### config.mk
export PLATFORM = sky130hd
export DESIGN_NAME = natural_log_series_core_flat
export DESIGN_NICKNAME = d
export VERILOG_FILES = /design/src/nls_pkg.sv /design/src/nls_word_if.sv /design/src/nls_ctrl.sv /design/src/nls_dp.sv /design/src/natural_log_series_core.sv /design/src/flat_wrapper.sv
export SDC_FILE = /design/constraint.sdc
export NUM_CORES = 2
export LEC_CHECK = 0
export ABC_AREA = 1
export BUFFER_PORTS_ARGS = -buffer_cell sky130_fd_sc_hd__clkbuf_2
export CAP_MARGIN = 15
export CORE_AREA = 2 2 243 424
export DETAILED_ROUTE_END_ITERATION = 8
export DIE_AREA = 0 0 245 426
export PLACE_DENSITY = 0.7
export SETUP_SLACK_MARGIN = 0.5
export SYNTH_ARGS = -nofsm -noshare
export SYNTH_HDL_FRONTEND = slang
export SYNTH_SLANG_ARGS = --single-unit
### constraint.sdc
create_clock -name clk -period 11.2 [get_ports clk]
set_clock_uncertainty 0.2 [all_clocks]
set_input_delay 1.12 -clock clk [delete_from_list [all_inputs] [get_ports clk]]
set_output_delay 1.12 -clock clk [all_outputs]
set_load 0.05 [all_outputs]
### src/nls_pkg.sv
`timescale 1ns / 1ps
`default_nettype none
// ----------------------------------------------------------------------------
// nls_pkg: shared types and constants of the natural log series core
// Fixed-point constants, reciprocal table, controller command codes and
// the command/status structs between controller and datapath.
// ----------------------------------------------------------------------------
package nls_pkg;

  // number of series terms (1..64)
  localparam int TERMS = 32;

  localparam int VALUE_W = 32;
  localparam int LOG_W   = 21;
  localparam int K_W     = 7;   // holds 1..64
  localparam int CNT_W   = 5;   // reduction count stays within -12..11

  localparam logic [31:0] ONE_Q16     = 32'd65536;
  localparam logic [31:0] QUARTER_Q16 = 32'd16384;
  localparam logic [31:0] E_Q16       = 32'd178145;

  // floor(2^47 / e_q16): x * RECIP_E >> 31 is floor((x << 16) / e_q16) or one below
  localparam logic [31:0] RECIP_E = 32'(64'd140737488355328 / 64'd178145);

  localparam logic signed [24:0] LOG_MAX = 25'sd1048575;
  localparam logic signed [24:0] LOG_MIN = -25'sd1048576;

  // floor((2^32 - 1) / k) for k = 1..64, entry k-1
  localparam logic [31:0] RECIP_K [64] = '{
    32'hFFFFFFFF / 32'd1,  32'hFFFFFFFF / 32'd2,  32'hFFFFFFFF / 32'd3,  32'hFFFFFFFF / 32'd4,
    32'hFFFFFFFF / 32'd5,  32'hFFFFFFFF / 32'd6,  32'hFFFFFFFF / 32'd7,  32'hFFFFFFFF / 32'd8,
    32'hFFFFFFFF / 32'd9,  32'hFFFFFFFF / 32'd10, 32'hFFFFFFFF / 32'd11, 32'hFFFFFFFF / 32'd12,
    32'hFFFFFFFF / 32'd13, 32'hFFFFFFFF / 32'd14, 32'hFFFFFFFF / 32'd15, 32'hFFFFFFFF / 32'd16,
    32'hFFFFFFFF / 32'd17, 32'hFFFFFFFF / 32'd18, 32'hFFFFFFFF / 32'd19, 32'hFFFFFFFF / 32'd20,
    32'hFFFFFFFF / 32'd21, 32'hFFFFFFFF / 32'd22, 32'hFFFFFFFF / 32'd23, 32'hFFFFFFFF / 32'd24,
    32'hFFFFFFFF / 32'd25, 32'hFFFFFFFF / 32'd26, 32'hFFFFFFFF / 32'd27, 32'hFFFFFFFF / 32'd28,
    32'hFFFFFFFF / 32'd29, 32'hFFFFFFFF / 32'd30, 32'hFFFFFFFF / 32'd31, 32'hFFFFFFFF / 32'd32,
    32'hFFFFFFFF / 32'd33, 32'hFFFFFFFF / 32'd34, 32'hFFFFFFFF / 32'd35, 32'hFFFFFFFF / 32'd36,
    32'hFFFFFFFF / 32'd37, 32'hFFFFFFFF / 32'd38, 32'hFFFFFFFF / 32'd39, 32'hFFFFFFFF / 32'd40,
    32'hFFFFFFFF / 32'd41, 32'hFFFFFFFF / 32'd42, 32'hFFFFFFFF / 32'd43, 32'hFFFFFFFF / 32'd44,
    32'hFFFFFFFF / 32'd45, 32'hFFFFFFFF / 32'd46, 32'hFFFFFFFF / 32'd47, 32'hFFFFFFFF / 32'd48,
    32'hFFFFFFFF / 32'd49, 32'hFFFFFFFF / 32'd50, 32'hFFFFFFFF / 32'd51, 32'hFFFFFFFF / 32'd52,
    32'hFFFFFFFF / 32'd53, 32'hFFFFFFFF / 32'd54, 32'hFFFFFFFF / 32'd55, 32'hFFFFFFFF / 32'd56,
    32'hFFFFFFFF / 32'd57, 32'hFFFFFFFF / 32'd58, 32'hFFFFFFFF / 32'd59, 32'hFFFFFFFF / 32'd60,
    32'hFFFFFFFF / 32'd61, 32'hFFFFFFFF / 32'd62, 32'hFFFFFFFF / 32'd63, 32'hFFFFFFFF / 32'd64
  };

  // datapath commands
  localparam logic [3:0] OP_NONE     = 4'd0;
  localparam logic [3:0] OP_LOAD     = 4'd1;
  localparam logic [3:0] OP_DIV_MUL  = 4'd2;
  localparam logic [3:0] OP_DIV_QE   = 4'd3;
  localparam logic [3:0] OP_DIV_FIX  = 4'd4;
  localparam logic [3:0] OP_EXP_MUL  = 4'd5;
  localparam logic [3:0] OP_EXP_TAKE = 4'd6;
  localparam logic [3:0] OP_SER_INIT = 4'd7;
  localparam logic [3:0] OP_SER_R    = 4'd8;
  localparam logic [3:0] OP_SER_K    = 4'd9;
  localparam logic [3:0] OP_SER_ACC  = 4'd10;
  localparam logic [3:0] OP_EMIT     = 4'd11;

  typedef struct packed {
    logic [3:0] op;
  } nls_cmd_t;

  typedef struct packed {
    logic bad;         // operand zero or negative
    logic gt_one;      // x > 1.0
    logic lt_quarter;  // x < 0.25
    logic last_term;   // current term is the last one
    logic out_free;    // output register can take a word this cycle
  } nls_status_t;

endpackage
`default_nettype wire

### src/nls_word_if.sv
`timescale 1ns / 1ps
`default_nettype none
// ----------------------------------------------------------------------------
// nls_in_if / nls_out_if: valid/ready channels of the natural log core
// Input channel carries the Q16.16 operand; output channel the Q5.16 log
// and the invalid flag.
// ----------------------------------------------------------------------------
interface nls_in_if;
  logic               valid;
  logic               ready;
  logic signed [31:0] value;

  modport source (output valid, output value, input ready);
  modport sink (input valid, input value, output ready);
endinterface

interface nls_out_if;
  logic               valid;
  logic               ready;
  logic signed [20:0] log_value;
  logic               invalid;

  modport source (output valid, output log_value, output invalid, input ready);
  modport sink (input valid, input log_value, input invalid, output ready);
endinterface
`default_nettype wire

### src/nls_ctrl.sv
`timescale 1ns / 1ps
`default_nettype none
// ----------------------------------------------------------------------------
// nls_ctrl: sequencer of the natural log core
// Steps the datapath through range reduction, the series terms and the
// write of the result word.
// ----------------------------------------------------------------------------
module nls_ctrl
  import nls_pkg::*;
(
  input  wire logic        clk,
  input  wire logic        rst,
  input  wire logic        in_valid,
  output logic             in_ready,
  input  wire nls_status_t status,
  output nls_cmd_t         cmd
);

  localparam logic [3:0] ST_IDLE     = 4'd0;
  localparam logic [3:0] ST_CHECK    = 4'd1;
  localparam logic [3:0] ST_DIV_A    = 4'd2;
  localparam logic [3:0] ST_DIV_B    = 4'd3;
  localparam logic [3:0] ST_DIV_C    = 4'd4;
  localparam logic [3:0] ST_EXP_A    = 4'd5;
  localparam logic [3:0] ST_EXP_B    = 4'd6;
  localparam logic [3:0] ST_SER_INIT = 4'd7;
  localparam logic [3:0] ST_SER_R    = 4'd8;
  localparam logic [3:0] ST_SER_K    = 4'd9;
  localparam logic [3:0] ST_SER_ACC  = 4'd10;
  localparam logic [3:0] ST_DONE     = 4'd11;

  logic [3:0] state;
  logic [3:0] state_next;

  assign in_ready = (state == ST_IDLE);

  always_comb begin
    state_next = state;
    cmd.op     = OP_NONE;
    case (state)
      ST_IDLE: begin
        if (in_valid) begin
          cmd.op     = OP_LOAD;
          state_next = ST_CHECK;
        end
      end
      ST_CHECK: begin
        if (status.bad) begin
          state_next = ST_DONE;
        end else if (status.gt_one) begin
          state_next = ST_DIV_A;
        end else if (status.lt_quarter) begin
          state_next = ST_EXP_A;
        end else begin
          state_next = ST_SER_INIT;
        end
      end
      ST_DIV_A: begin
        cmd.op     = OP_DIV_MUL;
        state_next = ST_DIV_B;
      end
      ST_DIV_B: begin
        cmd.op     = OP_DIV_QE;
        state_next = ST_DIV_C;
      end
      ST_DIV_C: begin
        cmd.op     = OP_DIV_FIX;
        state_next = ST_CHECK;
      end
      ST_EXP_A: begin
        cmd.op     = OP_EXP_MUL;
        state_next = ST_EXP_B;
      end
      ST_EXP_B: begin
        cmd.op     = OP_EXP_TAKE;
        state_next = ST_CHECK;
      end
      ST_SER_INIT: begin
        cmd.op     = OP_SER_INIT;
        state_next = ST_SER_R;
      end
      ST_SER_R: begin
        cmd.op     = OP_SER_R;
        state_next = ST_SER_K;
      end
      ST_SER_K: begin
        cmd.op     = OP_SER_K;
        state_next = ST_SER_ACC;
      end
      ST_SER_ACC: begin
        cmd.op     = OP_SER_ACC;
        state_next = status.last_term ? ST_DONE : ST_SER_R;
      end
      ST_DONE: begin
        if (status.out_free) begin
          cmd.op     = OP_EMIT;
          state_next = ST_IDLE;
        end
      end
      default: begin
        state_next = ST_IDLE;
      end
    endcase
  end

  always_ff @(posedge clk) begin
    if (rst) begin
      state <= ST_IDLE;
    end else begin
      state <= state_next;
    end
  end

endmodule
`default_nettype wire

### src/nls_dp.sv
`timescale 1ns / 1ps
`default_nettype none
// ----------------------------------------------------------------------------
// nls_dp: datapath of the natural log core
// One shared 32x32 multiplier with a registered product serves the divide
// and multiply by e and the series terms; holds the output register.
// ----------------------------------------------------------------------------
module nls_dp
  import nls_pkg::*;
(
  input  wire logic                clk,
  input  wire logic                rst,
  input  wire nls_cmd_t            cmd,
  input  wire logic [VALUE_W-1:0]  in_value,
  input  wire logic                out_ready,
  output logic                     out_valid,
  output logic signed [LOG_W-1:0]  out_log_value,
  output logic                     out_invalid,
  output nls_status_t              status
);

  logic [31:0]             x;
  logic signed [CNT_W-1:0] count;
  logic                    bad;
  logic [63:0]             prod;
  logic [31:0]             q0;
  logic [31:0]             p;
  logic [31:0]             a;
  logic [33:0]             s;
  logic [K_W-1:0]          k;

  logic [31:0]             mul_a;
  logic [31:0]             mul_b;
  logic [63:0]             mul_p;
  logic [47:0]             div_rem;
  logic                    div_inc;
  logic [31:0]             ser_rem;
  logic                    ser_inc;
  logic [31:0]             a_new;
  logic [5:0]              k_idx;
  logic [18:0]             s16;
  logic signed [24:0]      res;
  logic signed [LOG_W-1:0] res_sat;

  assign k_idx = 6'(k - K_W'(1));
  assign a_new = {16'(ONE_Q16 - x), 16'h0000};

  always_comb begin
    mul_a = x;
    mul_b = E_Q16;
    case (cmd.op)
      OP_DIV_MUL: begin
        mul_a = x;
        mul_b = RECIP_E;
      end
      OP_DIV_QE: begin
        mul_a = prod[62:31];
        mul_b = E_Q16;
      end
      OP_EXP_MUL: begin
        mul_a = x;
        mul_b = E_Q16;
      end
      OP_SER_R: begin
        mul_a = prod[63:32];
        mul_b = RECIP_K[k_idx];
      end
      OP_SER_K: begin
        mul_a = prod[63:32];
        mul_b = 32'(k);
      end
      OP_SER_ACC: begin
        mul_a = p;
        mul_b = a;
      end
      default: begin
        mul_a = x;
        mul_b = E_Q16;
      end
    endcase
  end

  assign mul_p = mul_a * mul_b;

  // correction of the reciprocal estimates: remainder below twice the divisor
  assign div_rem = {x[31:0], 16'h0000} - prod[47:0];
  assign div_inc = (div_rem >= 48'(E_Q16));
  assign ser_rem = p - prod[31:0];
  assign ser_inc = (ser_rem >= 32'(k));

  assign s16 = 19'((35'(s) + 35'd32768) >> 16);
  assign res = (25'(count) <<< 16) - $signed({6'b0, s16});

  always_comb begin
    if (res > LOG_MAX) begin
      res_sat = LOG_W'(LOG_MAX);
    end else if (res < LOG_MIN) begin
      res_sat = LOG_W'(LOG_MIN);
    end else begin
      res_sat = res[LOG_W-1:0];
    end
  end

  assign status.bad        = bad;
  assign status.gt_one     = (x > ONE_Q16);
  assign status.lt_quarter = (x < QUARTER_Q16);
  assign status.last_term  = (k == K_W'(TERMS));
  assign status.out_free   = !out_valid || out_ready;

  always_ff @(posedge clk) begin
    case (cmd.op)
      OP_LOAD: begin
        x     <= in_value;
        bad   <= (in_value == '0) || in_value[VALUE_W-1];
        count <= '0;
      end
      OP_DIV_MUL: begin
        prod <= mul_p;
      end
      OP_DIV_QE: begin
        q0   <= prod[62:31];
        prod <= mul_p;
      end
      OP_DIV_FIX: begin
        x     <= q0 + 32'(div_inc);
        count <= count + CNT_W'(1);
      end
      OP_EXP_MUL: begin
        prod <= mul_p;
      end
      OP_EXP_TAKE: begin
        x     <= prod[47:16];
        count <= count - CNT_W'(1);
      end
      OP_SER_INIT: begin
        a    <= a_new;
        prod <= {a_new, 32'h0};
        s    <= '0;
        k    <= K_W'(1);
      end
      OP_SER_R: begin
        p    <= prod[63:32];
        prod <= mul_p;
      end
      OP_SER_K: begin
        q0   <= prod[63:32];
        prod <= mul_p;
      end
      OP_SER_ACC: begin
        s    <= s + 34'(q0) + 34'(ser_inc);
        prod <= mul_p;
        k    <= k + K_W'(1);
      end
      default: begin
      end
    endcase
  end

  // output word register
  always_ff @(posedge clk) begin
    if (rst) begin
      out_valid <= 1'b0;
    end else if (cmd.op == OP_EMIT) begin
      out_valid <= 1'b1;
    end else if (out_ready) begin
      out_valid <= 1'b0;
    end
  end

  always_ff @(posedge clk) begin
    if (cmd.op == OP_EMIT) begin
      out_log_value <= bad ? '0 : res_sat;
      out_invalid   <= bad;
    end
  end

endmodule
`default_nettype wire

### src/natural_log_series_core.sv
`timescale 1ns / 1ps
`default_nettype none
// ----------------------------------------------------------------------------
// natural_log_series_core: natural logarithm of a Q16.16 operand as Q5.16
// Range reduction by e, then a fixed number of terms of the log series,
// all on one shared multiplier under a small sequencer.
// ----------------------------------------------------------------------------
//   channel   dir   payload                         word
//   in_word   in    value (s32, Q16.16)             one operand
//   out_word  out   log_value (s21, Q5.16), invalid one result per operand
//
// One operand at a time; in_word.ready is high only while idle.
// A zero or negative operand goes straight to the result; otherwise each
// word runs its divide-by-e steps, its multiply-by-e steps and TERMS series
// terms, all on the shared multiplier (three products per series term).
// A result waits in the output register; a new operand is taken meanwhile,
// and its result holds the sequencer until that register is free.
// Reset (rst, synchronous) clears the sequencer and the output valid only.
// ----------------------------------------------------------------------------
module natural_log_series_core
  import nls_pkg::*;
(
  input wire logic clk,
  input wire logic rst,
  nls_in_if.sink   in_word,
  nls_out_if.source out_word
);

  nls_cmd_t    cmd;
  nls_status_t status;

  nls_ctrl u_ctrl (
    .clk      (clk),
    .rst      (rst),
    .in_valid (in_word.valid),
    .in_ready (in_word.ready),
    .status   (status),
    .cmd      (cmd)
  );

  nls_dp u_dp (
    .clk           (clk),
    .rst           (rst),
    .cmd           (cmd),
    .in_value      (in_word.value),
    .out_ready     (out_word.ready),
    .out_valid     (out_word.valid),
    .out_log_value (out_word.log_value),
    .out_invalid   (out_word.invalid),
    .status        (status)
  );

endmodule
`default_nettype wire
### src/flat_wrapper.sv
// flat-port wrapper written by rule: the top's interface ports become plain ports
module natural_log_series_core_flat import nls_pkg::*;
  (clk, rst, in_word_valid, in_word_value, in_word_ready, out_word_valid, out_word_log_value, out_word_invalid, out_word_ready);
  nls_in_if in_word_i ();
  nls_out_if out_word_i ();
  input wire logic clk;
  input wire logic rst;
  input wire logic [$bits(in_word_i.valid)-1:0] in_word_valid;
  input wire logic [$bits(in_word_i.value)-1:0] in_word_value;
  output wire logic [$bits(in_word_i.ready)-1:0] in_word_ready;
  output wire logic [$bits(out_word_i.valid)-1:0] out_word_valid;
  output wire logic [$bits(out_word_i.log_value)-1:0] out_word_log_value;
  output wire logic [$bits(out_word_i.invalid)-1:0] out_word_invalid;
  input wire logic [$bits(out_word_i.ready)-1:0] out_word_ready;
  assign in_word_i.valid = in_word_valid;
  assign in_word_i.value = in_word_value;
  assign in_word_ready = in_word_i.ready;
  assign out_word_valid = out_word_i.valid;
  assign out_word_log_value = out_word_i.log_value;
  assign out_word_invalid = out_word_i.invalid;
  assign out_word_i.ready = out_word_ready;
  natural_log_series_core u_core (.clk(clk), .rst(rst), .in_word(in_word_i), .out_word(out_word_i));
endmodule
* Word level (Yosys, flattened, before mapping)
Memories as Yosys holds them, arrays and structs flattened. Cells that the tools add are included.
Cells by class: add/sub/neg operators 12, multipliers 1, order comparisons 7, equal/unequal tests 25, mux-type cells 24, bitwise gates (word level) 1, reductions and logical operators 15
Operator list (number):
- $pmux W32 S3 | 2
- $pmux W32 S4 | 1
- $pmux W64 S2 | 1
- $pmux W4 S11 | 2
- $pmux W34 S2 | 1
- $mul A32 B32 Y64 | 1
- $mux W32 | 2
- $pmux W32 S2 | 1
- $ge A48 B18 Y1 const B | 1
- $sub A48 B48 Y48 | 1
- $add A34 B16 Y35 const B | 1
- $add A34 B1 Y34 | 1
- $add A34 B32 Y34 | 1
- $add A32 B1 Y32 | 1
- $eq A4 B3 Y1 const B | 8
- $eq A4 B4 Y1 const B | 8
- $ge A32 B7 Y1 | 1
- $gt A32 B17 Y1 const B | 1
- $logic_not A32 Y1 | 1
- $lt A32 B15 Y1 const B | 1
- $sub A32 B32 Y32 | 1
- $gt A22 B21 Y1 const B | 1
- $lt A22 B21 Y1 const B | 1
- $sub A21 B20 Y22 | 1
- 28 further kinds | 44
Storage, ports and cells: register bits after elaboration 250, bits in read-only memories 2048, bits of input ports 36, output and inout bits 24, logic and storage cells 100, memories kept 1
Memories:
- (no name shown) | depth 64, bits a word 32, read ports 1, clocked after memory_dff 0, wr ports 0, line nls_dp.sv:66 | mul_b = RECIP_K[k_idx];

* Longest topological paths before layout
depth after elaboration 9, mapped depth 49, depth with buffers taken out 48

* Modules after synthesis
A second synthesis with hierarchy kept.
Unflattened totals: cell total of the unflattened synthesis 7196, area total of the unflattened synthesis 54964.0 um^2
Modules (own cells, without submodules):
- nls_dp | instances 1, cells an instance 7121, area an instance 54524.8 um^2, sequential area each 7377.1 um^2
- nls_ctrl | instances 1, cells an instance 75, area an instance 439.2 um^2, sequential area each 80.1 um^2

* Worst setup path before layout
Ideal clock, no wire load.
path kind reg2reg, from register u_core.u_ctrl.state[2], to register u_core.u_dp.prod[60], data pin, setup time 0.253 ns, data arrival time 9.223 ns, data required time 10.747 ns, setup slack 1.524 ns, cell stages (with the launch flop) 45, path buffers 3, period minus slack after synthesis 9.676 ns, cells stage by stage dfxtp_1 inv_1 ha_1 inv_1 nor3_1 nand2_1 nand2_1 nor3_2 nor2_1 inv_1 nor2_1 inv_2 nand2_2 buf_4 o2111ai_1 o21ai_0 buf_2 buf_2 [9 not listed] fa_1 inv_1 fa_1 inv_1 fa_1 inv_1 ha_1 nand2_1 nor2_1 inv_1 nor2_1 a21boi_0 o21ai_0 nand3_1 nand2_1 nand2_1 nand3_1 nand2_1
On the way: word-level cells in the longest chain between the ends 7, elaborated cells on any way between the ends 25, classes of those cells 1 x mul; 17 x eq/ne; 4 x mux; 3 x reduce/logical
Ends and longest elaborated chain:
- start: declaration | line nls_ctrl.sv:32 | logic [3:0] state;
- start signal: assignment | line nls_ctrl.sv:110 | state <= state_next;
- $logic_not A4 Y1 (*)
- via in_word_ready | line flat_wrapper.sv:10 | output wire logic [$bits(in_word_i.ready)-1:0] in_word_ready;
- $pmux W4 S11 (*) | line nls_ctrl.sv:40 | case (state)
- $eq A4 B4 Y1 | line nls_dp.sv:51, nls_dp.sv:111
- $reduce_or A2 Y1 (no line)
- $pmux W32 S3 | line nls_dp.sv:51 | case (cmd.op)
- $mul A32 B32 Y64 | line nls_dp.sv:83 | assign mul_p = mul_a * mul_b;
- $pmux W64 S2 (*) | line nls_dp.sv:111 | case (cmd.op)
- end signal: assignment | line nls_dp.sv:118 | prod <= mul_p;
- end signal: assignment | line nls_dp.sv:122 | prod <= mul_p;
- end signal: assignment | line nls_dp.sv:129 | prod <= mul_p;
- end: declaration | line nls_dp.sv:25 | logic [63:0] prod;
The timed path passes the listed nets; every way through them passes the cells marked *. A chain may end at the register's enable or synchronous reset.

* Worst setup path after layout
from register u_core.u_ctrl.state[2], to register u_core.u_dp.prod[63], data pin
On the way: word-level cells in the longest chain between the ends 7, elaborated cells on any way between the ends 25, classes of those cells 1 x mul; 17 x eq/ne; 4 x mux; 3 x reduce/logical
Ends and longest elaborated chain (line):
- $eq A4 B4 Y1, or another cell as far along | nls_ctrl.sv:40
- $pmux W4 S11 (*) | nls_ctrl.sv:40
- $eq A4 B4 Y1 | nls_dp.sv:51, nls_dp.sv:111
- $reduce_or A2 Y1 (no line)
- $pmux W32 S3 | nls_dp.sv:51
- $mul A32 B32 Y64 | nls_dp.sv:83
- $pmux W64 S2 (*) | nls_dp.sv:111
Every way passes the cells marked *; elsewhere a longest branch is shown, timed or not.

==> impl_metrics.csv <==
group,metric,value,unit
floorplan,ios,60,
route,wirelength,238600,um
synthesis,synth_warnings,0,
sta,fin_crit,10.47,ns
cts,cts_sinks,250,
setup_path,cp-start-kind,"flop",
route,drtPass1Iterations,8,
cts,worstSkewPairLatency,0.59,ns
sta,fin_ws,0.7343,ns
sta,setup_viol,0,
cts,ctsHoldBuffers,0,
sta,finalHoldViolCount,0,
sta,rsz0062_at_grt,"no",
setup_path,worstPathMaxFanout,18,
place,hpwlAfterDp,197500,um
cts,cts_made_buffers,25,
synthesis,async_reset_ff_frac,0,
synthesis,synth_nets,8574,
synthesis,synth_area,0.05513,mm^2
place,gp_congestion,1.112,
synthesis,yosysTopAreaCell,"fa_1",
synthesis,avgSynthCellArea,7.610,um^2
place,port_buffers,59,
synthesis,synth_seq_cells,250,
synthesis,synth-edff-count,245,
global_route,use_met3,0.09989,
cts,h-tree-depth,1,
global_route,use_met1,0.4318,
global_route,grt_remaining_overflow,0,
floorplan,die_y,426,um
route,vias,52636,
setup_path,worstSetupPathType,"flop to flop",
setup_path,crit_path_end_kind,"flop",
global_route,grt_antenna_before_repair,10,
sta,clock.fmax,95.55,MHz
outcome,status,"completed",
floorplan,start_util,0.5470,
cells_and_area,nNetsFinal,8666,
route,wire_per_inst,27.46,um
route,via_per_inst,6.058,
floorplan,rows,154,
route,drtIter0Drc,4680,
sta,tightestPinTransition,1.086,ns
sta,slew_viol_final,0,
global_route,grt-busiest-layer,"met2",
setup_path,worstPathRequired,11.35,ns
synthesis,syn-instance-count,7244,
setup_path,cpMaxStageDelayCell,"fa_1",
cells_and_area,syn_to_final_growth,7.224,%
job,max_cap_violations,0,
cts,clk_path_buf_depth,3,
global_route,grt_pass1_wl,348800,um
synthesis,synth_cell_types,63,
floorplan,dieArea,0.1044,mm^2
setup_path,cp.arrival,10.61,ns
synthesis,ys_seq_area_frac,0.1353,
synthesis,synth.most_common_cell,"inv_1",
synthesis,synth_top_flop_cell,"edfxtp_1",
floorplan,die_x,245,um
global_route,grtUsageMet2,0.7911,
floorplan,core-area,0.1008,mm^2
synthesis,synth_area_leaders,"fa_1, edfxtp_1, inv_1",
route,antenna_left,0,
synthesis,synthTopCellsByCount,"inv_1, nand2_1, nor2_1, fa_1, ha_1",
cells_and_area,drive_above_1_share,0.06798,
sta,maxSlewHeadroom,0.2697,
global_route,grt_max_degree,66,
global_route,grt_pass1_vias,56091,
cts,cts_tree,"built",
cts,clk_pin_slew,0.07,ns
place,pre_cts_ws,0.1715,ns
route,post-route-drc-count,0,
setup_path,slowest_delay,0.60,ns
global_route,track_usage,0.4640,
sta,fin_crit_sh,0.9344,
synthesis,synth_top_area_frac,0.3272,
cts,cts-root-buf,"clkbuf_16",
hold_path,min_path_type,"flop to flop",
sta,fin_setup_tns,0,ns
-- per-layer routing --
metal,vias up,wire [um]
li1,22535,-
met1,25343,68980
met2,3234,114800
met3,1518,20190
met4,6,34580
met5,-,39
-- state kept, by name (all words and copies together) (netlist names) --
| name | flops |
|---|---|
| u_core.u_dp.prod | 64 |
| u_core.u_dp.s | 34 |
| u_core.u_dp.p | 32 |
| u_core.u_dp.q0 | 32 |
| u_core.u_dp.x | 32 |
| u_core.u_dp.out_log_value | 21 |
| u_core.u_dp.a | 16 |
| u_core.u_dp.k | 7 |
| u_core.u_dp.count | 5 |
| u_core.u_ctrl.state | 4 |
| u_core.u_dp.bad | 1 |
| u_core.u_dp.out_invalid | 1 |
| u_core.u_dp.out_valid | 1 |
-- critical path: cells and delay by family (launching register included) --
kind	cells	cell delay (ns)
AO/OA/AOI/OAI	5	1.21
adder cells (fa/ha/maj)	10	4.81
buffers and inverters	9	1.25
flip-flops	1	0.33
AND/OR/NAND/NOR	15	2.39
-- layout by cell type (no fill, tap or decap), types with 9 or more instances in the layout --
cell type	instances
clkbuf_2	60
clkinvlp_4	10
o21a_1	11
a21oi_1	302
inv_2	32
buf_12	11
o21ai_1	13
xor2_1	57
a221oi_1	10
o221ai_1	25
a21o_1	20
nand4_1	64
o211ai_1	32
o2111ai_1	32
or2_2	15
nand2_1	1430
o21ai_2	25
o21ai_0	284
buf_4	226
a21boi_0	10
nor3_1	84
inv_1	1524
o21ai_4	9
a31oi_1	22
o21bai_1	24
fa_1	901
nand3_1	232
nand3b_1	33
nor2_1	1015
nor2_2	23
xnor2_1	18
ha_1	392
nor4_1	22
edfxtp_1	245
clkbuf_16	25
-- logic make-up after synthesis --
family | synth area share
fa+ha+maj | 0.4164
xor+xnor | 0.01221
compound gates | 0.09086
simple gates | 0.2183
buf+inv | 0.1269
flops | 0.1353
-- final cells by class --
| type | count | area, um^2 |
|---|---|---|
| Antenna cell | 7 | 17.52 |
| Tap cell | 1326 | 1659 |
| Inverter | 1575 | 5961 |
| Clock buffer | 31 | 648.1 |
| Multi-Input combinational cell | 5182 | 40950 |
| Clock inverter | 15 | 137.6 |
| Fill cell | 9446 | 41670 |
| Sequential cell | 250 | 7457 |
| Timing Repair Buffer | 302 | 2281 |
-- per-stage QoR --
step                cells  instance area, um^2  hold WS, ns  utilization
floorplan            7244                55130       0.2503            -
global placement     8623                57930       0.2770       0.5749
detailed placement   8624                57940       0.2879       0.5750
CTS                  8672                58780       0.2967       0.5833
global route         8681                59090       0.3386       0.5864
finish               8688                59110       0.2962       0.5866
-- path summary, 6_finish.rpt --
| path | start | end | cells after the start | slack (ns) |
|---|---|---|---|---|
| worst max-delay path | u_core.u_ctrl.state[2]$_SDFFE_PP0P_ | u_core.u_dp.prod[63]$_DFFE_PP_ | 39 | 0.73 |
| worst min-delay path | u_core.u_ctrl.state[2]$_SDFFE_PP0P_ | u_core.u_ctrl.state[2]$_SDFFE_PP0P_ | 2 | 0.30 |
| worst max register to register | u_core.u_ctrl.state[2]$_SDFFE_PP0P_ | u_core.u_dp.prod[63]$_DFFE_PP_ | 39 | 0.73 |
| worst min register to register | u_core.u_ctrl.state[2]$_SDFFE_PP0P_ | u_core.u_ctrl.state[2]$_SDFFE_PP0P_ | 2 | 0.30 |
-- repair_timing --
action	in CTS	in global routing
gates resized for setup	10	59
pin swaps	0	3
setup endpoints to repair	19	43
cloned	0	0
setup buffers	2	7
Power is not shown: default switching activity piles up to over one toggle a cycle in this logic, so the estimate is an artifact.
